`config.mk`:
```
export PLATFORM = sky130hd
export DESIGN_NAME = l2h_bin_enc
export DESIGN_NICKNAME = d
export VERILOG_FILES = /design/src/hdl/l2h_pkg.sv /design/src/hdl/l2h_bin_enc.sv
export SDC_FILE = /design/constraint.sdc
export NUM_CORES = 1
export LEC_CHECK = 0
export BUFFER_PORTS_ARGS = -buffer_cell sky130_fd_sc_hd__clkbuf_2
export CAP_MARGIN = 20
export CORE_MARGIN = 10
export CORE_UTILIZATION = 57
export DETAILED_ROUTE_END_ITERATION = 16
export PLACE_DENSITY = 0.9
export SYNTH_ARGS = -nofsm -noshare
export SYNTH_HDL_FRONTEND = slang
export SYNTH_SLANG_ARGS = --single-unit
```
`constraint.sdc`:
```
create_clock -name vclk -period 10.6
set_input_delay 2.12 -clock vclk [all_inputs]
set_output_delay 2.12 -clock vclk [all_outputs]
set_load 0.1 [all_outputs]
```
`src/hdl/l2h_pkg.sv`:
```
// Shared types and constants for the log2 size histogram.
package l2h_pkg;

    localparam int VAL_W  = 32;
    localparam int CNT_W  = 48;
    localparam int SUM_W  = 64;
    localparam int IDX_W  = 5;
    localparam int BIN_W  = 6;
    localparam int CMP_W  = 7;

    localparam int IN_TDATA_W  = 40;
    localparam int OUT_TDATA_W = 296;

    localparam logic [CNT_W-1:0] CNT_MAX = '1;
    localparam logic [SUM_W-1:0] SUM_MAX = '1;

    typedef enum logic {
        ACT_RECORD = 1'b0,
        ACT_READ   = 1'b1
    } t_action;

    typedef struct packed {
        logic [CNT_W-1:0] count;
        logic [SUM_W-1:0] sum;
        logic [VAL_W-1:0] least;
        logic [VAL_W-1:0] greatest;
    } t_bin_stat;

    localparam t_bin_stat STAT_RESET = '{
        count:    '0,
        sum:      '0,
        least:    '1,
        greatest: '0
    };

    typedef struct packed {
        t_action          act;
        logic [VAL_W-1:0] sample;
        logic [BIN_W-1:0] idx;
        logic             oor;
        logic             bin_ok;
    } t_s1_item;

    typedef struct packed {
        logic [SUM_W-1:0] total_sum;
        logic [CNT_W-1:0] total_count;
        logic [VAL_W-1:0] greatest;
        logic [VAL_W-1:0] least;
        logic [SUM_W-1:0] sum;
        logic [CNT_W-1:0] count;
        logic [IDX_W-1:0] bin_index;
    } t_result;

endpackage

```
`src/hdl/l2h_bin_enc.sv`:
```
// Sample masking and power-of-two bin encoder.
module l2h_bin_enc
    import l2h_pkg::*;
#(
    parameter int NUM_BINS    = 32,
    parameter int SAMPLE_BITS = 32
) (
    input  logic [VAL_W-1:0] i_sample,
    output logic [VAL_W-1:0] o_sample,
    output logic [BIN_W-1:0] o_bin,
    output logic             o_oor
);

    localparam logic [VAL_W-1:0] SAMPLE_MASK = (SAMPLE_BITS >= VAL_W) ? '1 :
        VAL_W'((64'd1 << SAMPLE_BITS) - 64'd1);

    logic [VAL_W-1:0] s;
    logic [VAL_W-1:0] d;
    logic [BIN_W-1:0] len;

    always_comb begin
        s   = i_sample & SAMPLE_MASK;
        d   = s - VAL_W'(1);
        len = '0;
        for (int i = 0; i < VAL_W; i++) begin
            if (d[i]) begin
                len = BIN_W'(i + 1);
            end
        end
        o_sample = s;
        o_bin    = (s == '0) ? '0 : len + BIN_W'(1);
        o_oor    = CMP_W'(o_bin) >= CMP_W'(NUM_BINS);
    end

endmodule

```
==> impl_metrics.json <==
{
  "seq_area_um2": 0,
  "ys_seq_area_frac": 0,
  "pre_cts_ws_ps": 2285,
  "synthCells": 300,
  "yosys-top-cells-area": "buf_4, nor2_1, nor3_1",
  "die_area_um2": 6112,
  "grt_pass1_wl_mm": 9.804,
  "yosysUniqueCellTypes": 62,
  "grt_pass1_vias": 2260,
  "finalCritPeriodShare": 0.7879,
  "crit_path_max_fanout": 15,
  "fmax_mhz": 119.7,
  "track_usage": 0.1745,
  "final_nets": 357,
  "yosysWarnings": 0,
  "drtAntennaViolNets": 0,
  "setup_tns_ps": 0,
  "rows": 21,
  "grt_overflow": 0,
  "hold_viol": 0,
  "hold_path.class": "in -> out",
  "ctsHoldBuffers": 0,
  "yosysMostFrequentCell": "buf_4",
  "place.gp.congestion": 0.9641,
  "start_util": 0.5828,
  "ir_worst_vdd_mv": 0.03961,
  "vias_per_cell": 6.454,
  "max_cap_viol_count": 0,
  "grt_antenna_before_repair": 0,
  "vias": 2362,
  "drv_slew": 0,
  "synth_top_cell_area_share": 0.1245,
  "antenna_cells": 0,
  "rsz0062_at_grt": "no",
  "critPathArrivalTime_ps": 6230,
  "avgSynthCellArea_um2": 6.431,
  "syn-num-nets": 335,
  "layout-drive-gt1-share": 0.2688,
  "die_y_um": 78.18,
  "worstSetupPathType": "in -> out",
  "worst_slew_pin_slew_ps": 877.7,
  "status": "complete, no violations",
  "grt_max_degree": 17,
  "fillers": 334,
  "dr.pass1.iters": 4,
  "setup_viol": 0,
  "crit_path_end_kind": "output port",
  "maxSlewHeadroom": 0.4095,
  "post_cts_buffers": 0,
  "final_cells": 366,
  "port_buffers": 71,
  "core_um2": 3311,
  "cp.required_ps": 8480,
  "flops_and_latches": 0,
  "dp_hpwl_mm": 4.568,
  "drt-initial-drc-count": 212,
  "syn_to_final_growth_pct": 5.577,
  "setup_slack_ps": 2248,
  "fp.dieW_um": 78.18,
  "cts_resized": 0,
  "powerDensity_nw_per_um2": 63.78,
  "io_pins": 71,
  "wirelength_mm": 5.678,
  "wl_per_cell_um": 15.51,
  "drc": 0,
  "period_needed_ps": 8352,
  "final.clkbuf_count": 0,
  "synthesis.area_um2": 1929,
  "dp.cells": 366,
  "worstSetupStartpointType": "primary input",
  "synth.largest_area_cell": "buf_4",
  "yosys-top-cells-count": "buf_4, nor2_1, clkbuf_1, nand2_1, nor3_1",
  "cellLeakagePower_uw": 0.0007513
}
-- logic make-up (layout without fill, tap and decap cells) --
group,after synthesis,after routing,share of synthesized area
mux,1,1,0.005836
fa+ha+maj,3,3,0.01946
xor+xnor,13,13,0.05901
compound gates,80,80,0.3094
buf+inv,63,83,0.1855
simple gates,140,140,0.4209
-- final timing paths --
path	start	end	slack, ps	depth (start not counted)
worst max-delay path	i_sample[4]	o_bin[4]	2250	14
worst min-delay path	i_sample[31]	o_sample[31]	4720	2
-- layout make-up --
cell class | instances | area, µm² | share of cell area
Multi-Input combinational cell | 237 | 1572 | 0.7715
Timing Repair Buffer | 73 | 370.4 | 0.1818
Tap cell | 46 | 57.56 | 0.02826
Inverter | 10 | 37.54 | 0.01843
-- worst max-delay path, cell delays in order --
cell and delay [ps]:
clkbuf_2 200, or4_4 670, nor4b_2 280, buf_4 230, nand3_1 280, o31a_1 340
or3_1 340, a311o_1 320, a31oi_1 230, nor2_1 100, ha_1 230, a211o_1 260
a31oi_1 130, clkbuf_2 480
-- through the flow --
step / total power (µW) / utilization / area, µm² / hold WS (ps)
after floorplan: 111.9 / - / 1929 / 4452
after global placement: 127.9 / 0.6153 / 2037 / 4722
after detailed placement: 129.4 / 0.6153 / 2037 / 4724
after CTS: 129.7 / 0.6153 / 2037 / 4725
after global routing: 137.2 / 0.6153 / 2037 / 4739
final: 129.9 / 0.6153 / 2037 / 4720
-- cells in the final DEF (no fill, tap or decap), types with 4 or more instances in the layout --
cell and instances:
nor4_1 10, nor2b_1 9, nand3b_1 5, a21oi_1 6
a31oi_1 8, o211ai_1 4, inv_1 10, nor4b_1 4
nor3_1 16, nand4b_1 4, o21ai_0 10, nand3_1 11
xnor2_1 7, o22ai_1 4, or3_1 7, o31ai_1 8
xor2_1 6, nand2_1 17, nor2_1 28, o41ai_1 5
nand2b_1 5, clkbuf_2 71
-- routing by layer --
layer / vias up / track usage / routed length [µm]
met5: - / 0 / 0
met2: 103 / 0.3158 / 2750
met3: 8 / 0.03417 / 464
met4: 0 / 0.04301 / 75
li1: 1172 / - / -
met1: 1079 / 0.2040 / 2387
-- where the power goes --
group / internal [µW] / total [µW] / switching, µW
Clock: 0 / 0 / 0
Sequential: 0 / 0 / 0
Combinational: 26.0 / 130 / 104
(Power assumes the default switching activity.)
