--- src/hdl/l2h_pkg.sv ---
// Shared types and constants for the log2 size histogram.
package l2h_pkg;

    localparam int VAL_W  = 32;
    localparam int CNT_W  = 48;
    localparam int SUM_W  = 64;
    localparam int IDX_W  = 5;
    localparam int BIN_W  = 6;
    localparam int CMP_W  = 7;

    localparam int IN_TDATA_W  = 40;
    localparam int OUT_TDATA_W = 296;

    localparam logic [CNT_W-1:0] CNT_MAX = '1;
    localparam logic [SUM_W-1:0] SUM_MAX = '1;

    typedef enum logic {
        ACT_RECORD = 1'b0,
        ACT_READ   = 1'b1
    } t_action;

    typedef struct packed {
        logic [CNT_W-1:0] count;
        logic [SUM_W-1:0] sum;
        logic [VAL_W-1:0] least;
        logic [VAL_W-1:0] greatest;
    } t_bin_stat;

    localparam t_bin_stat STAT_RESET = '{
        count:    '0,
        sum:      '0,
        least:    '1,
        greatest: '0
    };

    typedef struct packed {
        t_action          act;
        logic [VAL_W-1:0] sample;
        logic [BIN_W-1:0] idx;
        logic             oor;
        logic             bin_ok;
    } t_s1_item;

    typedef struct packed {
        logic [SUM_W-1:0] total_sum;
        logic [CNT_W-1:0] total_count;
        logic [VAL_W-1:0] greatest;
        logic [VAL_W-1:0] least;
        logic [SUM_W-1:0] sum;
        logic [CNT_W-1:0] count;
        logic [IDX_W-1:0] bin_index;
    } t_result;

endpackage

--- src/hdl/l2h_update.sv ---
// Read-modify-write datapath: bin update, totals and result assembly.
module l2h_update
    import l2h_pkg::*;
(
    input  t_s1_item          i_item,
    input  t_bin_stat         i_stat,
    input  logic [CNT_W-1:0]  i_tot_count,
    input  logic [SUM_W-1:0]  i_tot_sum,
    output logic              o_wr_en,
    output t_bin_stat         o_wr_data,
    output logic [CNT_W-1:0]  o_tot_count,
    output logic [SUM_W-1:0]  o_tot_sum,
    output t_result           o_result
);

    logic             rec;
    logic [SUM_W:0]   bin_add;
    logic [SUM_W:0]   tot_add;
    t_bin_stat        shown;

    always_comb begin
        rec     = (i_item.act == ACT_RECORD) && !i_item.oor;
        bin_add = {1'b0, i_stat.sum} + (SUM_W+1)'(i_item.sample);
        tot_add = {1'b0, i_tot_sum} + (SUM_W+1)'(i_item.sample);

        o_wr_data.count    = (i_stat.count == CNT_MAX) ? CNT_MAX
                                                       : i_stat.count + CNT_W'(1);
        o_wr_data.sum      = bin_add[SUM_W] ? SUM_MAX : bin_add[SUM_W-1:0];
        o_wr_data.least    = (i_item.sample < i_stat.least) ? i_item.sample
                                                            : i_stat.least;
        o_wr_data.greatest = (i_item.sample > i_stat.greatest) ? i_item.sample
                                                               : i_stat.greatest;
        o_wr_en = rec;

        if (rec) begin
            o_tot_count = (i_tot_count == CNT_MAX) ? CNT_MAX
                                                   : i_tot_count + CNT_W'(1);
            o_tot_sum   = tot_add[SUM_W] ? SUM_MAX : tot_add[SUM_W-1:0];
        end else begin
            o_tot_count = i_tot_count;
            o_tot_sum   = i_tot_sum;
        end

        shown = rec ? o_wr_data : i_stat;

        o_result.total_sum   = o_tot_sum;
        o_result.total_count = o_tot_count;
        if (i_item.bin_ok) begin
            o_result.count    = shown.count;
            o_result.sum      = shown.sum;
            o_result.least    = (shown.count != '0) ? shown.least : '0;
            o_result.greatest = shown.greatest;
        end else begin
            o_result.count    = '0;
            o_result.sum      = '0;
            o_result.least    = '0;
            o_result.greatest = '0;
        end
        o_result.bin_index = i_item.oor ? '0 : i_item.idx[IDX_W-1:0];
    end

endmodule

--- config.mk ---
export PLATFORM = sky130hd
export DESIGN_NAME = l2h_update
export DESIGN_NICKNAME = d
export VERILOG_FILES = /design/src/hdl/l2h_pkg.sv /design/src/hdl/l2h_update.sv
export SDC_FILE = /design/constraint.sdc
export NUM_CORES = 1
export LEC_CHECK = 0
export ABC_AREA = 1
export BUFFER_PORTS_ARGS = -buffer_cell sky130_fd_sc_hd__buf_2
export CAP_MARGIN = 20
export CORE_AREA = 8 8 351 353
export DETAILED_ROUTE_END_ITERATION = 6
export DIE_AREA = 0 0 359 361
export PLACE_DENSITY = 0.31
export RECOVER_POWER = 100
export SLEW_MARGIN = 25
export SYNTH_ARGS = -nofsm -noshare
export SYNTH_HDL_FRONTEND = slang
export SYNTH_SLANG_ARGS = --single-unit
export TNS_END_PERCENT = 5
--- constraint.sdc ---
create_clock -name vclk -period 3.2
set_input_delay 0.16 -clock vclk [all_inputs]
set_output_delay 0.16 -clock vclk [all_outputs]
set_load 0.01 [all_outputs]
==> impl_metrics.json, run 1 <==
{
  "setup_slack_ns": 0.102,
  "die_area_um2": 130000,
  "first_pass_iters": 7,
  "ys_seq_area_share_pct": 0,
  "antenna_found_initial": 51,
  "fin_crit_ns": 3.10,
  "port_buffers": 910,
  "drt_iter0_drc": 1574,
  "ir_drop_uv": 67.4,
  "synth_area_um2": 17500,
  "drive_above_1_share_pct": 27.5,
  "place_congestion": 0.903,
  "ant_nets": 0,
  "leakage_uw": 0.0143,
  "dp_slack_ns": -0.410,
  "grt_use_total_pct": 21.6,
  "yosysTopAreaCellShare_pct": 20.9,
  "design.core.area_um2": 117000,
  "setup_viol": 0,
  "synthToLayoutAreaGrowth_pct": 50.6,
  "path_delay_family": "simple AND/OR/NAND/NOR gates",
  "hpwl_um": 133000,
  "status": "finished, final reports clean",
  "min_path_type": "input pin to output port",
  "clkbuf_count": 0,
  "fmax_mhz": 323,
  "nets": 5176,
  "drc": 0,
  "required_ns": 3.04,
  "path_cells": "buf_2 > ha_1 > nand2_2 > nor2_4 > nand2_4 > nor2_4 > buf_12 > nand3_4 > buf_12 > buf_4 > nand3_1 > nand2_1 > nand2_1 > nor2_1 > nand2_1 > nor2_1 > nand2_2 > nor2_4 > buf_4 > buf_12 > clkbuf_16 > nor2_2 > buf_2",
  "final.period_utilization_pct": 96.8,
  "regArea_um2": 0,
  "syn_inst": 3589,
  "cp-end-kind": "output port",
  "grt_pass1_vias": 28100,
  "slew_viol_final": 0,
  "grt_pass1_wl_um": 209000,
  "synth_area_leaders": "nand2_1, nor2_1, nand3_1",
  "wire_per_inst_um": 24.0,
  "multi_input_comb_area_um2": 14500,
  "fp-row-count": 126,
  "rsz0062_at_grt": "yes",
  "die_w_um": 359,
  "synth_top_area_cell": "nand2_1",
  "worstPathMaxFanout": 35,
  "crit_slowest_cell": "ha_1",
  "critPathBufInv": 8,
  "vias": 27800,
  "synth_warnings": 0,
  "path_class": "input pin to output port",
  "yosysUniqueCellTypes": 46,
  "p_total_uw": 4840,
  "holdPathStages": 4,
  "ctsHoldBuffers": 0,
  "dieHeight_um": 361,
  "synth_common_cells": "nand2_1, nor2_1, inv_1",
  "postSynthAreaPerCell_um2": 4.88,
  "relSlewSlack_pct": 30.0,
  "routed_wl_um": 151000,
  "pin_count": 911,
  "critical_path_cell_count": 23,
  "worst_pin_slew_ns": 1.05,
  "seq_cell_count": 0,
  "syn_nets": 4049,
  "grt_max_degree": 115,
  "start_kind": "input pin",
  "max_cap_violations": 0,
  "yosysMostFrequentCell": "nand2_1",
  "crit_path_max_incr_delay_ns": 0.21,
  "finalHoldViolations": 0,
  "gr-total-overflow": 0,
  "fill_cells": 14200,
  "worst_ep_arrival_time_ns": 2.94,
  "initial_utilization_pct": 14.9,
  "p_per_area_nw_per_um2": 183,
  "viasPerCell": 4.43
}
==> per-layer routing <==
layer / vias up / GRT usage [%] / share of wire [%]
met5: - / 0 / 0.12
met2: 887 / 39.1 / 49
met4: 28 / 4.19 / 2.4
met1: 13000 / 26.3 / 43
met3: 139 / 4.41 / 5.9
li1: 13800 / - / -
==> where the power goes <==
part           leakage [uW]  switching [uW]  internal [uW]
sequential                0               0              0
combinational        0.0143            3070           1770
clock           0.000000158               0       0.000761
==> cell families (layout without fill, tap and decap cells) <==
logic type | count (synthesis) | count (layout) | synth area share (%)
AND/OR/NAND/NOR | 2156 | 2156 | 52.8
buffers and inverters | 734 | 1859 | 18.5
AO/OA/AOI/OAI | 472 | 472 | 14.5
adder cells (fa/ha/maj) | 131 | 131 | 9.44
XOR/XNOR | 96 | 96 | 4.84
other | 0 | 25 | 0
==> per-stage QoR <==
| stage | instances | instance area [um^2] | util, % | hold slack (ns) | setup TNS, ns |
|---|---|---|---|---|---|
| 2_1_floorplan | 3589 | 17500 | - | 0.368 | 0 |
| 3_3_place_gp | 6241 | 26300 | 22.4 | 0.614 | -20.60 |
| 3_5_place_dp | 6241 | 26300 | 22.4 | 0.613 | -13.50 |
| 4_1_cts | 6241 | 26300 | 22.4 | 0.613 | 0 |
| 5_1_grt | 6258 | 26400 | 22.4 | 0.623 | -1.45 |
| 6_report | 6275 | 26400 | 22.5 | 0.603 | 0 |
==> final timing paths <==
path         from       endpoint  slack, ns
max   i_stat[128]  o_result[142]       0.10
min     i_item[2]    o_result[0]       0.60
==> cells in the final DEF (no fill, tap or decap), types with 4 or more instances in the layout <==
cell / count
a21boi_0: 7
a21o_1: 13
a21oi_1: 223
a31oi_1: 32
and2_1: 4
buf_12: 29
buf_2: 744
buf_4: 389
clkbuf_1: 159
clkbuf_2: 13
clkbuf_4: 10
diode_2: 25
ha_1: 128
inv_1: 508
nand2_1: 969
nand2_2: 12
nand3_1: 383
nand3_2: 8
nand3b_1: 7
nand4_1: 74
nor2_1: 514
nor2_2: 24
nor2_4: 12
nor3_1: 71
nor4_1: 34
o211ai_1: 4
o21a_1: 6
o21ai_0: 138
o21ai_1: 22
o21bai_1: 7
o22a_1: 5
or2_2: 26
xnor2_1: 33
xor2_1: 61
==> what timing repair did <==
item,in CTS,in global routing
endpoints found under the setup margin,69,148
pin swaps,0,3
cloned,0,2
buffers inserted,0,7
resized for setup,6,58
==> cell type report <==
type	instances	share of cell area, %
Multi-Input combinational cell	2855	54.8
Timing Repair Buffer	1347	30.4
Inverter	512	7.33
Antenna cell	25	0.237
Tap cell	1536	7.28
Note: power is estimated with default switching activity, not from simulation.
==> run 2, diff against run 1 <==
- PLACE_DENSITY: 0.31 -> not set
- PLACE_DENSITY_LB_ADDON: not set -> 0.1
==> impl_metrics.json, run 2 (same netlist as run 1, synthesis figures left out) <==
{
  "hpwl_um": 131000,
  "seq_cell_count": 0,
  "max_cap_violations": 0,
  "path_class": "input pin to output port",
  "setup_slack_ns": 0.104,
  "setup_viol": 0,
  "grt_pass1_vias": 27400,
  "path_cells": "buf_2 > buf_4 > ha_1 > a21oi_1 > o21a_1 > o221ai_1 > a21oi_1 > nand2_8 > nand2_8 > buf_12 > clkbuf_16 > nand2_1 > nand3_1 > nand2_1 > inv_2 > buf_2",
  "design.core.area_um2": 117000,
  "vias": 27400,
  "drt_iter0_drc": 1765,
  "critPathBufInv": 6,
  "first_pass_iters": 5,
  "viasPerCell": 4.43,
  "min_path_type": "input pin to output port",
  "crit_path_max_incr_delay_ns": 0.60,
  "worst_pin_slew_ns": 0.781,
  "grt_use_met3_pct": 3.42,
  "worstPathMaxFanout": 10,
  "routed_wl_um": 147000,
  "startpoint": "i_item[35]",
  "leakage_uw": 0.0145,
  "drc": 0,
  "gr-total-overflow": 0,
  "met1_usage_pct": 26.5,
  "finalSetupTns_ns": 0,
  "use_met2_pct": 38.2,
  "start_kind": "input pin",
  "path_delay_family": "compound AO/OA/AOI/OAI gates",
  "antenna_found_initial": 42,
  "relSlewSlack_pct": 47.9,
  "worst_ep_arrival_time_ns": 2.94,
  "initial_utilization_pct": 14.9,
  "dieHeight_um": 361,
  "place_congestion": 0.944,
  "drive_above_1_share_pct": 30.3,
  "port_buffers": 910,
  "nets": 5109,
  "rsz0062_at_grt": "yes",
  "cp-end-kind": "output port",
  "ir_drop_uv": 68.1,
  "layout_commonest_cell": "nand2_1",
  "fmax_mhz": 323,
  "ant_nets": 0,
  "slew_viol_final": 0,
  "final_cell_mix": "nand2_1, buf_2, nor2_1",
  "grt_use_total_pct": 21.0,
  "ctsHoldBuffers": 0,
  "p_per_area_nw_per_um2": 181,
  "finalHoldViolations": 0,
  "dp_slack_ns": -0.555,
  "clkbuf_count": 0,
  "grt_max_degree": 90,
  "wire_per_inst_um": 23.7,
  "fp-row-count": 126,
  "pin_count": 911,
  "fin_crit_ns": 3.10,
  "die_w_um": 359,
  "die_area_um2": 130000,
  "top_usage_layer": "met2",
  "required_ns": 3.04,
  "crit_slowest_cell": "a21oi_1",
  "final.period_utilization_pct": 96.7,
  "critical_path_cell_count": 16,
  "synthToLayoutAreaGrowth_pct": 51.0,
  "status": "finished, final reports clean",
  "crit_path_end": "o_result[171]",
  "grt_pass1_wl_um": 203000,
  "regArea_um2": 0
}
run 2: cell types whose count changed in the layout (fill, tap and decap cells not counted), moves of 10 or more:
cell,delta
nand2_2,+10
buf_6,+25
nand2_1,-14
inv_2,+10
buf_2,+131
buf_4,-60
clkbuf_2,-12
clkbuf_1,-150
nand3_1,-10
run 2: final cells by class:
cell class	count	area [um^2]
Fill cell	14200	91000
Multi-Input combinational cell	2855	14600
Timing Repair Buffer	1280	7940
Inverter	512	1930
Tap cell	1536	1920
Antenna cell	16	40.0
run 2: routing by layer:
| layer | wire length (um) | vias to the layer above |
|---|---|---|
| li1 | - | 13600 |
| met1 | 64100 | 12800 |
| met2 | 71800 | 876 |
| met3 | 8120 | 105 |
| met4 | 2860 | 16 |
| met5 | 108 | - |
run 2: stage by stage:
step           cell area (um^2)  total power (uW)  hold slack (ns)  util [%]  std cells
2_1_floorplan             17500              2240            0.368         -       3589
3_3_place_gp              25800              4750            0.613      21.9       6170
3_5_place_dp              25800              4730            0.613      21.9       6170
4_1_cts                   25800              4770            0.613      22.0       6170
5_1_grt                   26400              5220            0.625      22.5       6192
6_report                  26500              4800            0.605      22.5       6199
run 2: timing repair:
action	CTS	global route
pin swaps	0	15
endpoints found under the hold margin	0	0
cloned	0	4
setup buffers	0	9
gates resized for setup	16	124
endpoints found under the setup margin	74	158
run 2: worst min-delay path by stage:
stage,cells after the start,slack [ns],from,to
after detailed placement,4,0.61,i_item[4],o_result[2]
final,4,0.60,i_item[4],o_result[2]
after floorplan,1,0.37,i_item[1],o_result[0]
after CTS,4,0.61,i_item[4],o_result[2]
after global routing,4,0.62,i_item[5],o_result[3]
after global placement,4,0.61,i_item[6],o_result[4]
run 2: power breakdown:
group / internal, uW / switching [uW] / total (uW)
registers: 0 / 0 / 0
clock network: 0.000614 / 0 / 0.000614
logic: 1760 / 3040 / 4800
total: 1760 / 3040 / 4800
run 2: tightest hold or removal path, cell delays in order:
cell and delay (ns):
buf_2 0.09, inv_1 0.04, nor2_1 0.03, clkbuf_1 0.12
